--- src/rtl/dvrt_pkg.sv ---
`timescale 1ns / 1ps
// ----------------------------------------------------------------------------
// dvrt_pkg
// Shared types and constants of the distance-vector route table.
// ----------------------------------------------------------------------------
package dvrt_pkg;

    localparam int ID_W          = 4;
    localparam int METRIC_W      = 5;
    localparam int NODES_DEFAULT = 16;
    localparam int QUEUE_DEPTH   = 2;

    localparam logic [METRIC_W-1:0] INF_METRIC = 5'd16;

    localparam logic [2:0] OP_UPDATE = 3'd0;
    localparam logic [2:0] OP_ADD    = 3'd1;
    localparam logic [2:0] OP_REMOVE = 3'd2;
    localparam logic [2:0] OP_LOOKUP = 3'd3;
    localparam logic [2:0] OP_CLEAR  = 3'd4;

    localparam logic KIND_ANNOUNCE = 1'b0;
    localparam logic KIND_LOOKUP   = 1'b1;

    localparam logic [1:0] ST_LOCAL    = 2'd0;
    localparam logic [1:0] ST_DIRECT   = 2'd1;
    localparam logic [1:0] ST_VIA      = 2'd2;
    localparam logic [1:0] ST_NO_ROUTE = 2'd3;

    typedef enum logic [2:0] {
        CMD_UPDATE,
        CMD_ADD,
        CMD_REMOVE,
        CMD_LOOKUP,
        CMD_CLEAR
    } cmd_kind_t;

    typedef struct packed {
        logic [2:0]          opcode;
        logic [ID_W-1:0]     peer_id;
        logic [ID_W-1:0]     target_id;
        logic [METRIC_W-1:0] metric;
    } in_t;

    typedef struct packed {
        logic                kind;
        logic [ID_W-1:0]     route_dest;
        logic [ID_W-1:0]     hop_id;
        logic [METRIC_W-1:0] route_metric;
        logic [1:0]          lookup_status;
        logic                last;
    } out_t;

    typedef struct packed {
        cmd_kind_t           kind;
        logic [ID_W-1:0]     peer_id;
        logic [ID_W-1:0]     target_id;
        logic [METRIC_W-1:0] cost;
        logic                tgt_ok;
    } cmd_t;

    typedef struct packed {
        logic [ID_W-1:0]     hop;
        logic [METRIC_W-1:0] cost;
    } entry_t;

endpackage

--- src/rtl/dvrt_front.sv ---
`timescale 1ns / 1ps
// ----------------------------------------------------------------------------
// dvrt_front
// Input decode: range checks, metric increment, drop of no-op items.
// ----------------------------------------------------------------------------
module dvrt_front #(
    parameter int NODES = dvrt_pkg::NODES_DEFAULT
) (
    input  logic           item_valid,
    input  dvrt_pkg::in_t  item,
    output logic           item_stall,
    input  logic           q_full,
    output logic           push,
    output dvrt_pkg::cmd_t cmd
);

    logic peer_ok;
    logic tgt_ok;
    logic keep;

    assign peer_ok = (32'(item.peer_id) < NODES);
    assign tgt_ok  = (32'(item.target_id) < NODES);

    always_comb
    begin
        cmd.peer_id   = item.peer_id;
        cmd.target_id = item.target_id;
        cmd.tgt_ok    = tgt_ok;
        cmd.cost      = (item.metric >= (dvrt_pkg::INF_METRIC - 5'd1)) ?
                        dvrt_pkg::INF_METRIC : item.metric + 5'd1;
        cmd.kind      = dvrt_pkg::CMD_CLEAR;
        keep          = 1'b0;
        unique case (item.opcode)
            dvrt_pkg::OP_UPDATE:
            begin
                cmd.kind = dvrt_pkg::CMD_UPDATE;
                keep     = peer_ok && tgt_ok;
            end
            dvrt_pkg::OP_ADD:
            begin
                cmd.kind = dvrt_pkg::CMD_ADD;
                keep     = peer_ok;
            end
            dvrt_pkg::OP_REMOVE:
            begin
                cmd.kind = dvrt_pkg::CMD_REMOVE;
                keep     = peer_ok;
            end
            dvrt_pkg::OP_LOOKUP:
            begin
                cmd.kind = dvrt_pkg::CMD_LOOKUP;
                keep     = 1'b1;
            end
            dvrt_pkg::OP_CLEAR:
            begin
                cmd.kind = dvrt_pkg::CMD_CLEAR;
                keep     = 1'b1;
            end
            default:
            begin
                keep = 1'b0;
            end
        endcase
    end

    assign item_stall = q_full;
    assign push       = item_valid && !q_full && keep;

endmodule

--- src/rtl/dvrt_queue.sv ---
`timescale 1ns / 1ps
// ----------------------------------------------------------------------------
// dvrt_queue
// Short command queue between decode and the table engine.
// ----------------------------------------------------------------------------
module dvrt_queue (
    input  logic           clk,
    input  logic           rst_n,
    input  logic           push,
    input  dvrt_pkg::cmd_t push_cmd,
    output logic           full,
    input  logic           pop,
    output logic           q_valid,
    output dvrt_pkg::cmd_t q_cmd
);

    localparam int DEPTH = dvrt_pkg::QUEUE_DEPTH;
    localparam int PTR_W = (DEPTH > 1) ? $clog2(DEPTH) : 1;
    localparam int CNT_W = $clog2(DEPTH + 1);

    dvrt_pkg::cmd_t   slot_reg [DEPTH];
    logic [PTR_W-1:0] wr_ptr_reg, wr_ptr_next;
    logic [PTR_W-1:0] rd_ptr_reg, rd_ptr_next;
    logic [CNT_W-1:0] count_reg, count_next;
    logic             do_push;
    logic             do_pop;

    assign full    = (count_reg == CNT_W'(DEPTH));
    assign q_valid = (count_reg != '0);
    assign q_cmd   = slot_reg[rd_ptr_reg];
    assign do_push = push && !full;
    assign do_pop  = pop && q_valid;

    always_comb
    begin
        wr_ptr_next = wr_ptr_reg;
        rd_ptr_next = rd_ptr_reg;
        count_next  = count_reg;
        if (do_push)
        begin
            wr_ptr_next = (wr_ptr_reg == PTR_W'(DEPTH - 1)) ? '0 : wr_ptr_reg + 1'b1;
        end
        if (do_pop)
        begin
            rd_ptr_next = (rd_ptr_reg == PTR_W'(DEPTH - 1)) ? '0 : rd_ptr_reg + 1'b1;
        end
        if (do_push && !do_pop)
        begin
            count_next = count_reg + 1'b1;
        end
        else if (!do_push && do_pop)
        begin
            count_next = count_reg - 1'b1;
        end
    end

    always_ff @(posedge clk or negedge rst_n)
    begin
        if (!rst_n)
        begin
            wr_ptr_reg <= '0;
            rd_ptr_reg <= '0;
            count_reg  <= '0;
        end
        else
        begin
            wr_ptr_reg <= wr_ptr_next;
            rd_ptr_reg <= rd_ptr_next;
            count_reg  <= count_next;
        end
    end

    always_ff @(posedge clk)
    begin
        if (do_push)
        begin
            slot_reg[wr_ptr_reg] <= push_cmd;
        end
    end

endmodule

--- src/rtl/dvrt_engine.sv ---
`timescale 1ns / 1ps
// ----------------------------------------------------------------------------
// dvrt_engine
// Route table and command sequencer: updates, lookups, clears, neighbor
// changes with full-table announcement scan, and the result register.
// ----------------------------------------------------------------------------
module dvrt_engine #(
    parameter int NODES = dvrt_pkg::NODES_DEFAULT
) (
    input  logic                      clk,
    input  logic                      rst_n,
    input  logic [dvrt_pkg::ID_W-1:0] self_id,
    input  logic                      q_valid,
    input  dvrt_pkg::cmd_t            q_cmd,
    output logic                      q_pop,
    output logic                      result_valid,
    input  logic                      result_stall,
    output dvrt_pkg::out_t            result
);

    localparam int IW = $clog2(NODES);
    localparam int CW = $clog2(NODES + 1);

    typedef enum logic [3:0] {
        S_IDLE = 4'b0001,
        S_UPD  = 4'b0010,
        S_LKP  = 4'b0100,
        S_SCAN = 4'b1000
    } state_t;

    state_t                          state_reg, state_next;
    logic [NODES-1:0]                valid_reg, valid_next;
    logic [NODES-1:0]                mask_reg, mask_next;
    logic [CW-1:0]                   cnt_reg, cnt_next;
    logic                            kept_reg, kept_next;
    dvrt_pkg::cmd_t                  cmd_reg, cmd_next;

    logic [CW-1:0]                   cur_reg, cur_next;
    logic                            b_valid_reg, b_valid_next;
    logic [IW-1:0]                   b_idx_reg, b_idx_next;
    logic                            b_self_reg, b_self_next;
    logic                            pend_valid_reg, pend_valid_next;
    logic [dvrt_pkg::ID_W-1:0]       pend_dest_reg, pend_dest_next;
    dvrt_pkg::entry_t                pend_reg, pend_next;

    logic                            out_valid_reg;
    dvrt_pkg::out_t                  out_reg;

    dvrt_pkg::entry_t                route_mem [NODES];
    dvrt_pkg::entry_t                rd_reg;
    logic                            mem_we;
    logic [IW-1:0]                   mem_waddr;
    dvrt_pkg::entry_t                mem_wdata;
    logic                            mem_re;
    logic [IW-1:0]                   mem_raddr;

    logic                            emit;
    dvrt_pkg::out_t                  emit_data;
    logic                            out_free;

    logic                            self_ok;
    logic [IW-1:0]                   sidx;
    logic [IW-1:0]                   q_pidx;
    logic [IW-1:0]                   q_tidx;
    logic                            q_peer_self;
    logic [IW-1:0]                   tidx;
    logic                            t_self;
    logic                            t_valid;
    logic [dvrt_pkg::METRIC_W-1:0]   t_cost;
    logic                            take;
    logic [IW-1:0]                   cidx;
    logic                            c_self;
    logic                            c_valid;
    logic                            a_done;
    logic                            scan_adv;

    assign self_ok     = (32'(self_id) < NODES);
    assign sidx        = IW'(self_id);
    assign q_pidx      = IW'(q_cmd.peer_id);
    assign q_tidx      = IW'(q_cmd.target_id);
    assign q_peer_self = kept_reg && self_ok && (sidx == q_pidx);

    assign tidx    = IW'(cmd_reg.target_id);
    assign t_self  = kept_reg && self_ok && (sidx == tidx);
    assign t_valid = t_self || valid_reg[tidx];
    assign t_cost  = t_self ? '0 : rd_reg.cost;
    assign take    = t_valid ? (t_cost > cmd_reg.cost) : (cmd_reg.cost != dvrt_pkg::INF_METRIC);

    assign cidx     = cur_reg[IW-1:0];
    assign c_self   = kept_reg && self_ok && (sidx == cidx);
    assign c_valid  = c_self || valid_reg[cidx];
    assign a_done   = (cur_reg == CW'(NODES));
    assign out_free = !out_valid_reg || !result_stall;
    assign scan_adv = !(b_valid_reg && pend_valid_reg && !out_free);

    always_comb
    begin
        state_next      = state_reg;
        valid_next      = valid_reg;
        mask_next       = mask_reg;
        cnt_next        = cnt_reg;
        kept_next       = kept_reg;
        cmd_next        = cmd_reg;
        cur_next        = cur_reg;
        b_valid_next    = b_valid_reg;
        b_idx_next      = b_idx_reg;
        b_self_next     = b_self_reg;
        pend_valid_next = pend_valid_reg;
        pend_dest_next  = pend_dest_reg;
        pend_next       = pend_reg;
        q_pop           = 1'b0;
        mem_we          = 1'b0;
        mem_waddr       = q_pidx;
        mem_wdata       = '0;
        mem_re          = 1'b0;
        mem_raddr       = q_tidx;
        emit            = 1'b0;
        emit_data       = '0;

        unique case (state_reg)
            S_IDLE:
            begin
                if (q_valid)
                begin
                    q_pop    = 1'b1;
                    cmd_next = q_cmd;
                    unique case (q_cmd.kind)
                        dvrt_pkg::CMD_UPDATE:
                        begin
                            if (!mask_reg[q_tidx])
                            begin
                                mem_re     = 1'b1;
                                state_next = S_UPD;
                            end
                        end
                        dvrt_pkg::CMD_LOOKUP:
                        begin
                            mem_re     = 1'b1;
                            state_next = S_LKP;
                        end
                        dvrt_pkg::CMD_ADD:
                        begin
                            mask_next[q_pidx]  = 1'b1;
                            valid_next[q_pidx] = 1'b1;
                            if (!mask_reg[q_pidx])
                            begin
                                cnt_next = cnt_reg + 1'b1;
                            end
                            if (q_peer_self)
                            begin
                                kept_next = 1'b0;
                            end
                            mem_we          = 1'b1;
                            mem_wdata.hop   = q_cmd.peer_id;
                            mem_wdata.cost  = 5'd1;
                            cur_next        = '0;
                            b_valid_next    = 1'b0;
                            pend_valid_next = 1'b0;
                            state_next      = S_SCAN;
                        end
                        dvrt_pkg::CMD_REMOVE:
                        begin
                            mask_next[q_pidx]  = 1'b0;
                            valid_next[q_pidx] = 1'b0;
                            if (mask_reg[q_pidx])
                            begin
                                cnt_next = cnt_reg - 1'b1;
                            end
                            if (q_peer_self)
                            begin
                                kept_next = 1'b0;
                            end
                            if (cnt_next != '0)
                            begin
                                cur_next        = '0;
                                b_valid_next    = 1'b0;
                                pend_valid_next = 1'b0;
                                state_next      = S_SCAN;
                            end
                        end
                        dvrt_pkg::CMD_CLEAR:
                        begin
                            valid_next = '0;
                            kept_next  = 1'b0;
                        end
                        default:
                        begin
                            state_next = S_IDLE;
                        end
                    endcase
                end
            end

            S_UPD:
            begin
                if (out_free)
                begin
                    if (take)
                    begin
                        if (t_self)
                        begin
                            kept_next = 1'b0;
                        end
                        valid_next[tidx] = 1'b1;
                        mem_we           = 1'b1;
                        mem_waddr        = tidx;
                        mem_wdata.hop    = cmd_reg.peer_id;
                        mem_wdata.cost   = cmd_reg.cost;
                        if (cnt_reg != '0)
                        begin
                            emit                    = 1'b1;
                            emit_data.kind          = dvrt_pkg::KIND_ANNOUNCE;
                            emit_data.route_dest    = cmd_reg.target_id;
                            emit_data.hop_id        = cmd_reg.peer_id;
                            emit_data.route_metric  = cmd_reg.cost;
                            emit_data.lookup_status = dvrt_pkg::ST_LOCAL;
                            emit_data.last          = 1'b1;
                        end
                    end
                    state_next = S_IDLE;
                end
            end

            S_LKP:
            begin
                if (out_free)
                begin
                    emit                 = 1'b1;
                    emit_data.kind       = dvrt_pkg::KIND_LOOKUP;
                    emit_data.route_dest = cmd_reg.target_id;
                    emit_data.last       = 1'b1;
                    if (!cmd_reg.tgt_ok || !t_valid || (t_cost >= dvrt_pkg::INF_METRIC))
                    begin
                        emit_data.hop_id        = '0;
                        emit_data.route_metric  = dvrt_pkg::INF_METRIC;
                        emit_data.lookup_status = dvrt_pkg::ST_NO_ROUTE;
                    end
                    else if (t_cost == '0)
                    begin
                        emit_data.hop_id        = self_id;
                        emit_data.route_metric  = t_cost;
                        emit_data.lookup_status = dvrt_pkg::ST_LOCAL;
                    end
                    else if (t_cost == 5'd1)
                    begin
                        emit_data.hop_id        = rd_reg.hop;
                        emit_data.route_metric  = t_cost;
                        emit_data.lookup_status = dvrt_pkg::ST_DIRECT;
                    end
                    else
                    begin
                        emit_data.hop_id        = rd_reg.hop;
                        emit_data.route_metric  = t_cost;
                        emit_data.lookup_status = dvrt_pkg::ST_VIA;
                    end
                    state_next = S_IDLE;
                end
            end

            S_SCAN:
            begin
                if (scan_adv)
                begin
                    // read stage: one table entry per cycle while the output does not hold the scan back
                    if (!a_done)
                    begin
                        cur_next     = cur_reg + 1'b1;
                        b_valid_next = c_valid;
                        b_idx_next   = cidx;
                        b_self_next  = c_self;
                        if (c_valid)
                        begin
                            mem_re    = 1'b1;
                            mem_raddr = cidx;
                        end
                    end
                    else
                    begin
                        b_valid_next = 1'b0;
                    end

                    // hold one entry back so the final one can carry last
                    if (b_valid_reg)
                    begin
                        if (pend_valid_reg)
                        begin
                            emit                    = 1'b1;
                            emit_data.kind          = dvrt_pkg::KIND_ANNOUNCE;
                            emit_data.route_dest    = pend_dest_reg;
                            emit_data.hop_id        = pend_reg.hop;
                            emit_data.route_metric  = pend_reg.cost;
                            emit_data.lookup_status = dvrt_pkg::ST_LOCAL;
                            emit_data.last          = 1'b0;
                        end
                        pend_valid_next = 1'b1;
                        pend_dest_next  = dvrt_pkg::ID_W'(b_idx_reg);
                        pend_next.hop   = b_self_reg ? self_id : rd_reg.hop;
                        pend_next.cost  = b_self_reg ? '0 : rd_reg.cost;
                    end
                    else if (a_done)
                    begin
                        if (pend_valid_reg)
                        begin
                            if (out_free)
                            begin
                                emit                    = 1'b1;
                                emit_data.kind          = dvrt_pkg::KIND_ANNOUNCE;
                                emit_data.route_dest    = pend_dest_reg;
                                emit_data.hop_id        = pend_reg.hop;
                                emit_data.route_metric  = pend_reg.cost;
                                emit_data.lookup_status = dvrt_pkg::ST_LOCAL;
                                emit_data.last          = 1'b1;
                                pend_valid_next         = 1'b0;
                                state_next              = S_IDLE;
                            end
                        end
                        else
                        begin
                            state_next = S_IDLE;
                        end
                    end
                end
            end

            default:
            begin
                state_next = S_IDLE;
            end
        endcase
    end

    always_ff @(posedge clk or negedge rst_n)
    begin
        if (!rst_n)
        begin
            state_reg      <= S_IDLE;
            valid_reg      <= '0;
            mask_reg       <= '0;
            cnt_reg        <= '0;
            kept_reg       <= 1'b1;
            cur_reg        <= '0;
            b_valid_reg    <= 1'b0;
            pend_valid_reg <= 1'b0;
            out_valid_reg  <= 1'b0;
        end
        else
        begin
            state_reg      <= state_next;
            valid_reg      <= valid_next;
            mask_reg       <= mask_next;
            cnt_reg        <= cnt_next;
            kept_reg       <= kept_next;
            cur_reg        <= cur_next;
            b_valid_reg    <= b_valid_next;
            pend_valid_reg <= pend_valid_next;
            if (emit)
            begin
                out_valid_reg <= 1'b1;
            end
            else if (!result_stall)
            begin
                out_valid_reg <= 1'b0;
            end
        end
    end

    always_ff @(posedge clk)
    begin
        cmd_reg       <= cmd_next;
        b_idx_reg     <= b_idx_next;
        b_self_reg    <= b_self_next;
        pend_dest_reg <= pend_dest_next;
        pend_reg      <= pend_next;
        if (emit)
        begin
            out_reg <= emit_data;
        end
    end

    always_ff @(posedge clk)
    begin
        if (mem_we)
        begin
            route_mem[mem_waddr] <= mem_wdata;
        end
    end

    always_ff @(posedge clk)
    begin
        if (mem_re)
        begin
            rd_reg <= route_mem[mem_raddr];
        end
    end

    assign result_valid = out_valid_reg;
    assign result       = out_reg;

endmodule

--- src/rtl/distance_vector_route_table.sv ---
`timescale 1ns / 1ps
// ----------------------------------------------------------------------------
// distance_vector_route_table
// Distance-vector routing table of one node: route updates, neighbor
// add/remove with table announcement, lookups and table clear.
//
//   channel  | dir | handshake              | payload
//   ---------+-----+------------------------+------------------------------
//   item     | in  | item_valid/item_stall  | opcode, peer, target, metric
//   result   | out | result_valid/result_stall | kind, dest, hop, metric, status, last
//   config   | in  | APB psel/penable/pready | self_id at address 0 to 3
//
// Update and lookup: the command passes the queue, the table read and the result
// register. Neighbor change: a scan reads one table entry per cycle from the route
// memory, unless the output holds it back, and announces each valid entry. Clear
// acts when the engine takes it from the queue; dropped items end at the transfer.
// A two-entry command queue decouples input from the engine. Reset empties the
// table, neighbor set and queue; self route kept. While a result is held, result
// stall freezes update and lookup, and the scan only when a new result is ready.
// ----------------------------------------------------------------------------
module distance_vector_route_table #(
    parameter int NODES = dvrt_pkg::NODES_DEFAULT
) (
    input  logic           clk,
    input  logic           rst_n,
    input  logic           item_valid,
    output logic           item_stall,
    input  dvrt_pkg::in_t  item,
    output logic           result_valid,
    input  logic           result_stall,
    output dvrt_pkg::out_t result,
    input  logic           psel,
    input  logic           penable,
    input  logic           pwrite,
    input  logic [2:0]     paddr,
    input  logic [31:0]    pwdata,
    output logic [31:0]    prdata,
    output logic           pready
);

    logic [dvrt_pkg::ID_W-1:0] self_id_reg;
    logic                      cfg_wr;
    logic                      push;
    dvrt_pkg::cmd_t            push_cmd;
    logic                      q_full;
    logic                      q_pop;
    logic                      q_valid;
    dvrt_pkg::cmd_t            q_cmd;

    assign pready = 1'b1;
    assign cfg_wr = psel && penable && pwrite && (paddr[2] == 1'b0);
    assign prdata = (paddr[2] == 1'b0) ? {28'd0, self_id_reg} : 32'd0;

    always_ff @(posedge clk or negedge rst_n)
    begin
        if (!rst_n)
        begin
            self_id_reg <= '0;
        end
        else if (cfg_wr)
        begin
            self_id_reg <= pwdata[dvrt_pkg::ID_W-1:0];
        end
    end

    dvrt_front #(
        .NODES (NODES)
    ) u_front (
        .item_valid (item_valid),
        .item       (item),
        .item_stall (item_stall),
        .q_full     (q_full),
        .push       (push),
        .cmd        (push_cmd)
    );

    dvrt_queue u_queue (
        .clk      (clk),
        .rst_n    (rst_n),
        .push     (push),
        .push_cmd (push_cmd),
        .full     (q_full),
        .pop      (q_pop),
        .q_valid  (q_valid),
        .q_cmd    (q_cmd)
    );

    dvrt_engine #(
        .NODES (NODES)
    ) u_engine (
        .clk          (clk),
        .rst_n        (rst_n),
        .self_id      (self_id_reg),
        .q_valid      (q_valid),
        .q_cmd        (q_cmd),
        .q_pop        (q_pop),
        .result_valid (result_valid),
        .result_stall (result_stall),
        .result       (result)
    );

    a_lookup_last: assert property (@(posedge clk) disable iff (!rst_n)
        result_valid && (result.kind == dvrt_pkg::KIND_LOOKUP) |-> result.last)
        else $error("lookup answer without last");

    a_no_route: assert property (@(posedge clk) disable iff (!rst_n)
        result_valid && (result.lookup_status == dvrt_pkg::ST_NO_ROUTE) |->
        (result.route_metric == dvrt_pkg::INF_METRIC) && (result.hop_id == '0))
        else $error("no-route answer with metric or hop set");

    a_announce: assert property (@(posedge clk) disable iff (!rst_n)
        result_valid && (result.kind == dvrt_pkg::KIND_ANNOUNCE) |->
        (result.route_metric < dvrt_pkg::INF_METRIC) &&
        (result.lookup_status == dvrt_pkg::ST_LOCAL))
        else $error("announced route unreachable or with status");

endmodule
--- config.mk ---
export PLATFORM = sky130hd
export DESIGN_NAME = distance_vector_route_table
export DESIGN_NICKNAME = d
export VERILOG_FILES = /design/src/rtl/dvrt_pkg.sv /design/src/rtl/dvrt_front.sv /design/src/rtl/dvrt_queue.sv /design/src/rtl/dvrt_engine.sv /design/src/rtl/distance_vector_route_table.sv
export SDC_FILE = /design/constraint.sdc
export NUM_CORES = 1
export LEC_CHECK = 0
export BUFFER_PORTS_ARGS = -buffer_cell sky130_fd_sc_hd__buf_2
export CORE_MARGIN = 2
export CORE_UTILIZATION = 35
export DETAILED_ROUTE_END_ITERATION = 7
export GPL_ROUTABILITY_DRIVEN = 1
export PLACE_DENSITY = 0.61
export SLEW_MARGIN = 20
export SYNTH_ARGS = -nofsm -noshare
export SYNTH_HDL_FRONTEND = slang
export SYNTH_SLANG_ARGS = --single-unit
--- constraint.sdc ---
create_clock -name clk -period 7.3 [get_ports clk]
set_clock_uncertainty 0.05 [all_clocks]
set_input_delay 1.825 -clock clk [delete_from_list [all_inputs] [get_ports clk]]
set_output_delay 1.825 -clock clk [all_outputs]
set_load 0.02 [all_outputs]
Word-level counts from Yosys, hierarchy flattened
Memories as Yosys holds them, arrays and structs flattened. A register that Yosys moved wholly into a read port is not among the register bits.
Cells that the tools add are included.
Cells by class
  add/sub/neg operators: 8
  magnitude comparators: 9
  eq/ne operators: 37
  mux-type cells: 126
  bitwise operators: 9
  reduce and logical (&&, ||, !) cells: 53
Operators with widths (number)
  $mux W17: 7
  $mux W16: 6
  $mux W4: 17
  $pmux W16 S2: 2
  $mux W5: 11
  $pmux W17 S3: 1
  $mux W1: 50
  $or A16 B16 Y16: 3
  $pmux W16 S3: 1
  $mux W9: 4
  $and A16 B16 Y16: 2
  $pmux W5 S2: 3
  $mux W11: 2
  $lt A4 B5 Y1 const B: 4
  $pmux W4 S5: 1
  $pmux W9 S2: 1
  $bmux W1 S4: 4
  $logic_and A1 B1 Y1: 16
  $not A16 Y16: 1
  $pmux W1 S2: 8
  $add A5 B1 Y5 const B: 3
  $reduce_and A7 Y1: 2
  $eq A3 B2 Y1 const B: 4
  $eq A4 B4 Y1: 3
  43 further kinds: 86
Word-level totals
  register bits: 107
  RAM bits: 176
  output and inout port bits: 52
  memories: 2
Memories
  u_engine.route_mem: words 16, width 9, rd ports 1, clocked after Yosys merged registers in 1, wr ports 1, RTL line dvrt_engine.sv:49  | dvrt_pkg::entry_t route_mem [NODES];
  u_queue.slot_reg: words 2, width 16, rd ports 1, clocked after Yosys merged registers in 0, wr ports 1, RTL line dvrt_queue.sv:21  | dvrt_pkg::cmd_t slot_reg [DEPTH];

Logic depth before layout (Yosys ltp)
An unclocked memory read counts as a cell.
  word-level depth: 12
  depth in mapped cells: 16
  depth with buffers taken out: 13

Modules after synthesis
A second synthesis with hierarchy kept.
Unflattened totals
  cell total of the unflattened synthesis: 1468
  area total of the unflattened synthesis: 16035.4 um^2
By module, submodules not included
  dvrt_engine: times used 1, cells each 1321, area each 13914.6 um^2, sequential area each 7319.5 um^2
  dvrt_queue: times used 1, cells each 72, area each 1477.7 um^2, sequential area each 1121.1 um^2
  distance_vector_route_table: times used 1, cells each 44, area each 429.2 um^2, sequential area each 100.1 um^2
  dvrt_front: times used 1, cells each 31, area each 214.0 um^2, sequential area each 0.0 um^2

Worst setup path before layout
No wires, ideal clock.
  path kind: input to register
  start point: in result_stall
  end point: reg, netlist name u_engine.rd_reg[7]
  setup time: 0.272 ns
  arrival: 3.971 ns
  required time: 6.978 ns
  path slack: 3.008 ns
  stages: 10
  path buffers: 2
  cells stage by stage: nand2_1 -> o21ai_2 -> nor2_2 -> o31a_1 -> mux2i_1 -> buf_2 -> buf_2 -> mux2i_1 -> o22ai_1 -> or4_1
Between the ends
  longest elaborated chain between the ends: 6
  elaborated cells on any way between the ends: 8
  those cells by class: mux (4); reduce/logical (4)
Ends and longest elaborated chain
  start: declaration: RTL line distance_vector_route_table.sv:30  | input logic result_stall,
  $logic_not A1 Y1 (*): RTL line dvrt_engine.sv:93  | assign out_free = !out_valid_reg || !result_stall;
  $logic_or A1 B1 Y1 (*): RTL line dvrt_engine.sv:93
  $logic_not A1 Y1 (*): RTL line dvrt_engine.sv:94  | assign scan_adv = !(b_valid_reg && pend_valid_reg && !out_free);
  $logic_and A1 B1 Y1 (*): RTL line dvrt_engine.sv:94
  $mux W1 or $mux W4 (tied branches): RTL line dvrt_engine.sv:262  | if (scan_adv)
  $pmux W1 S2 or $mux W4 (tied branches): RTL line dvrt_engine.sv:120  | unique case (state_reg)
Every way passes the cells marked *; elsewhere a longest branch is shown, timed or not.
A chain may end at the register's enable or synchronous reset.

Worst setup path in the final report
  start point: in result_stall
  end point: reg, netlist name u_engine.rd_reg[7]
Between the ends
  longest elaborated chain between the ends: 6
  elaborated cells on any way between the ends: 8
  those cells by class: mux (4); reduce/logical (4)
Ends and longest elaborated chain (RTL line)
  $logic_not A1 Y1 (*): dvrt_engine.sv:93
  $logic_or A1 B1 Y1 (*): dvrt_engine.sv:93
  $logic_not A1 Y1 (*): dvrt_engine.sv:94
  $logic_and A1 B1 Y1 (*): dvrt_engine.sv:94
  $mux W1 or $mux W4 (tied branches): dvrt_engine.sv:262
  $pmux W1 S2 or $mux W4 (tied branches): dvrt_engine.sv:120
Marks and branches as above.

==> summary.md <==
| Metric | Value |
|---|---|
| Core Box Area | `38600 µm²` |
| Detailed Route WL | `31800 µm` |
| Largest stage delay on the critical path | `0.88 ns` |
| Synth warn | `0` |
| Routed vias/inst | `5.29` |
| Slowest CP cell | `o31a_1` |
| Worst path cell trace | `buf_2, nand2_1, o21ai_2, nor2_2, o31a_1, mux2i_4, buf_4, mux2i_1, o22ai_1, or4_1` |
| Layout overhead on the synthesized area | `13.5%` |
| Initial antenna violation count | `2` |
| Setup TNS | `0 ns` |
| Setup bufs post-CTS | `0` |
| Worst R2R Path Depth | `12` |
| Largest delay share family, worst path | `simple AND/OR/NAND/NOR gates` |
| Iteration-0 DRC Markers | `771` |
| Die footprint | `40500 µm²` |
| Cell count after synthesis | `1043` |
| Share of cells above drive strength 1 | `0.150` |
| Crit-path max FO | `20` |
| Final Cell Area | `15500 µm²` |
| IO buf count | `50` |
| GP Congestion | `0.864` |
| # setup viols final | `0` |
| Share of the core filled with cells | `0.401` |
| Mapped Area | `13600 µm²` |
| Number of hold buffers added after CTS | `0` |
| Max FFs per register | `144` |
| Rel. slew slack | `0.186` |
| LEAKAGE | `5.51 nW` |
| Main flop type after synthesis | `edfxtp_1` |
| Most used routing layer | `met2` |
| Avg WL per Cell | `19.4 µm` |
| WHS Endpoint | `u_engine.pend_dest_reg[0]$_DFFE_PP_` |
| Max-cap violations | `0` |
| Pwr Density | `375 nW/µm²` |
| Synth async-reset ratio | `0.199` |
| Top Ports | `110` |
| First-pass GRT wire length | `49600 µm` |
| # rows | `72` |
| Largest net degree at the start of global routing | `59` |
| Synth Register Bits | `291` |
| GRT met3 Usage | `0.0298` |
| Hold Path Depth | `0` |
| Reg2reg end | `u_engine.result[5]$_DFFE_PP_` |
| Root Driver | `clkbuf_16` |
| CTS sink cnt | `291` |
| Vias in the first global route | `8288` |
| Cell Area, Placed | `14400 µm²` |
| Max Fclk | `180 MHz` |
| Count of different cell masters after synthesis | `67` |
| Number of buffers on the longest clock path | `3` |
| Dominant cell type by area after synthesis | `edfxtp_1` |
| Final Hold Viols | `0` |
| Synth top area share | `0.514` |
| Fin cells | `1639` |
| Die W | `201 µm` |
| Number of buffers created by CTS | `34` |
| CTS tree | `built` |
| M1 GR Usage | `0.228` |
| Die height | `201 µm` |
| Avg Synthesized Cell Area | `13.1 µm²` |
| Residual DRC | `0` |
| Bufs and invs on worst path | `2` |
| Tmin final | `5.56 ns` |
| H-tree levels | `2` |
| Reg2reg setup slack | `1.92 ns` |
| Number of nets with antenna violations after routing | `0` |
| Met2 Use GR | `0.243` |
| GRT Residual Overflow | `0` |
| Final nets | `1163` |
| Initial core utilization | `0.353` |
| Critical Path AT | `5.74 ns` |
| Hold WC Path Type | `reg2reg` |
| Hpwl dp | `21800 µm` |
| EDFF count, synth | `233` |
| Reg2reg start | `u_engine.tidx[1]$_DFFE_PP_` |
| Area contributors post-synth | `edfxtp_1, dfrtp_1, mux2i_1, buf_4, nand2_1` |
| Hold Crit Start | `u_engine.b_idx_reg[0]$_DFFE_PP_` |
| Clk_lat worst skew | `0.51 ns` |
| CTS resizes | `0` |
| CP Launch Type | `input pin` |
| Actual slew at the worst max-slew pin | `1.19 ns` |
| CP Capture Type | `flop` |
| RSZ-0062 raised after global routing | `false` |
| Sequential share of the synthesized area | `0.620` |
| Status | `completed` |
| Period Utilization, post-route | `0.762` |
| Iteration count of the initial detailed-routing pass | `6` |
| Maximum VDD drop | `0.000170 V` |
| Hold_ws | `0.371 ns` |
| CP required | `7.48 ns` |
| Placed Cells | `1575` |
| Slew Viols, Final | `0` |
| Worst Path Class, Setup | `in2reg` |
| Clock slew at reported path FFs | `0.05 ns` |
| All-Layer GR Usage | `0.157` |
| Overall via count from detail_route | `8677` |
## synth_stat cells (all sizes together) (6+ instances only)
cell and count:
a41oi 7, xor2 12, clkbuf 25, nand4 10, nand2 71, o22ai 37, ha 12, a32oi 6
o21ai 50, edfxtp 233, buf 54, dfrtp 56, nand3 28, nor2 67, nor4 10, o31ai 16
inv 24, nor2b 18, a21oi 46, a31oi 8, and2 14, mux2 20, or4 9, a221o 6
mux2i 113, nor3 9, xnor2 13, mux4 7
## metrics by stage
step / total power, mW / setup slack, ns
finish: 5.79 / 1.74
global route: 6.07 / 1.47
CTS: 5.81 / 1.75
detailed placement: 4.14 / 1.24
global placement: 4.11 / 1.25
floorplan: 3.58 / 3.01
## cell type report
class | count | area (µm²)
Tap cell | 518 | 648
Clock buffer | 48 | 977
Clock inverter | 14 | 124
Inverter | 24 | 90.1
Fill cell | 3615 | 23100
Multi-Input combinational cell | 676 | 4770
Antenna cell | 2 | 5.00
Timing Repair Buffer | 66 | 395
Sequential cell | 291 | 8450
## placed cells by master (no fill, tap or decap), drive strengths merged, types with 12 or more instances in the layout
master,n
edfxtp,233
mux2i,113
nand2,71
nor2,67
buf,66
dfrtp,56
o21ai,50
clkbuf,48
a21oi,46
o22ai,37
conb,29
nand3,28
inv,24
mux2,20
nor2b,18
o31ai,16
and2,14
xnor2,13
xor2,12
ha,12
## cell families (layout without fill, tap and decap cells)
family	count (synthesis)	in the layout	share of synthesized area
DFF	291	291	0.620
and+or+nand+nor	257	257	0.0948
AOI/OAI and AO/OA	213	213	0.107
muxes	140	140	0.111
buffers and inverters	103	152	0.0397
xor gates and xnor gates	25	25	0.0161
adders and majority gates	12	12	0.0110
other	2	31	0.000551
## worst max-delay path by stage
stage	startpoint	endpoint	slack, ns	depth (start not counted)
6_report	result_stall	u_engine.rd_reg[7]$_DFFE_PP_	1.74	10
5_1_grt	result_stall	u_engine.rd_reg[7]$_DFFE_PP_	1.47	10
4_1_cts	result_stall	u_engine.rd_reg[5]$_DFFE_PP_	1.75	10
3_5_place_dp	result_stall	u_engine.rd_reg[7]$_DFFE_PP_	1.24	10
3_3_place_gp	result_stall	u_engine.rd_reg[7]$_DFFE_PP_	1.25	10
2_1_floorplan	result_stall	u_engine.rd_reg[7]$_DFFE_PP_	3.01	10
## per-layer routing
layer / vias up / wire, µm
li1: 4024 / -
met1: 4277 / 14900
met2: 322 / 14100
met3: 54 / 2150
met4: 0 / 632
met5: - / 0
## where the power goes
part	switching, mW	total, mW	leakage [nW]	internal [mW]
registers	0.268	2.38	2.75	2.11
logic	1.11	1.75	2.23	0.641
clock network	0.653	1.66	0.533	1.01
total	2.03	5.79	5.51	3.76
No activity file was read; power rests on OpenSTA's default activity.
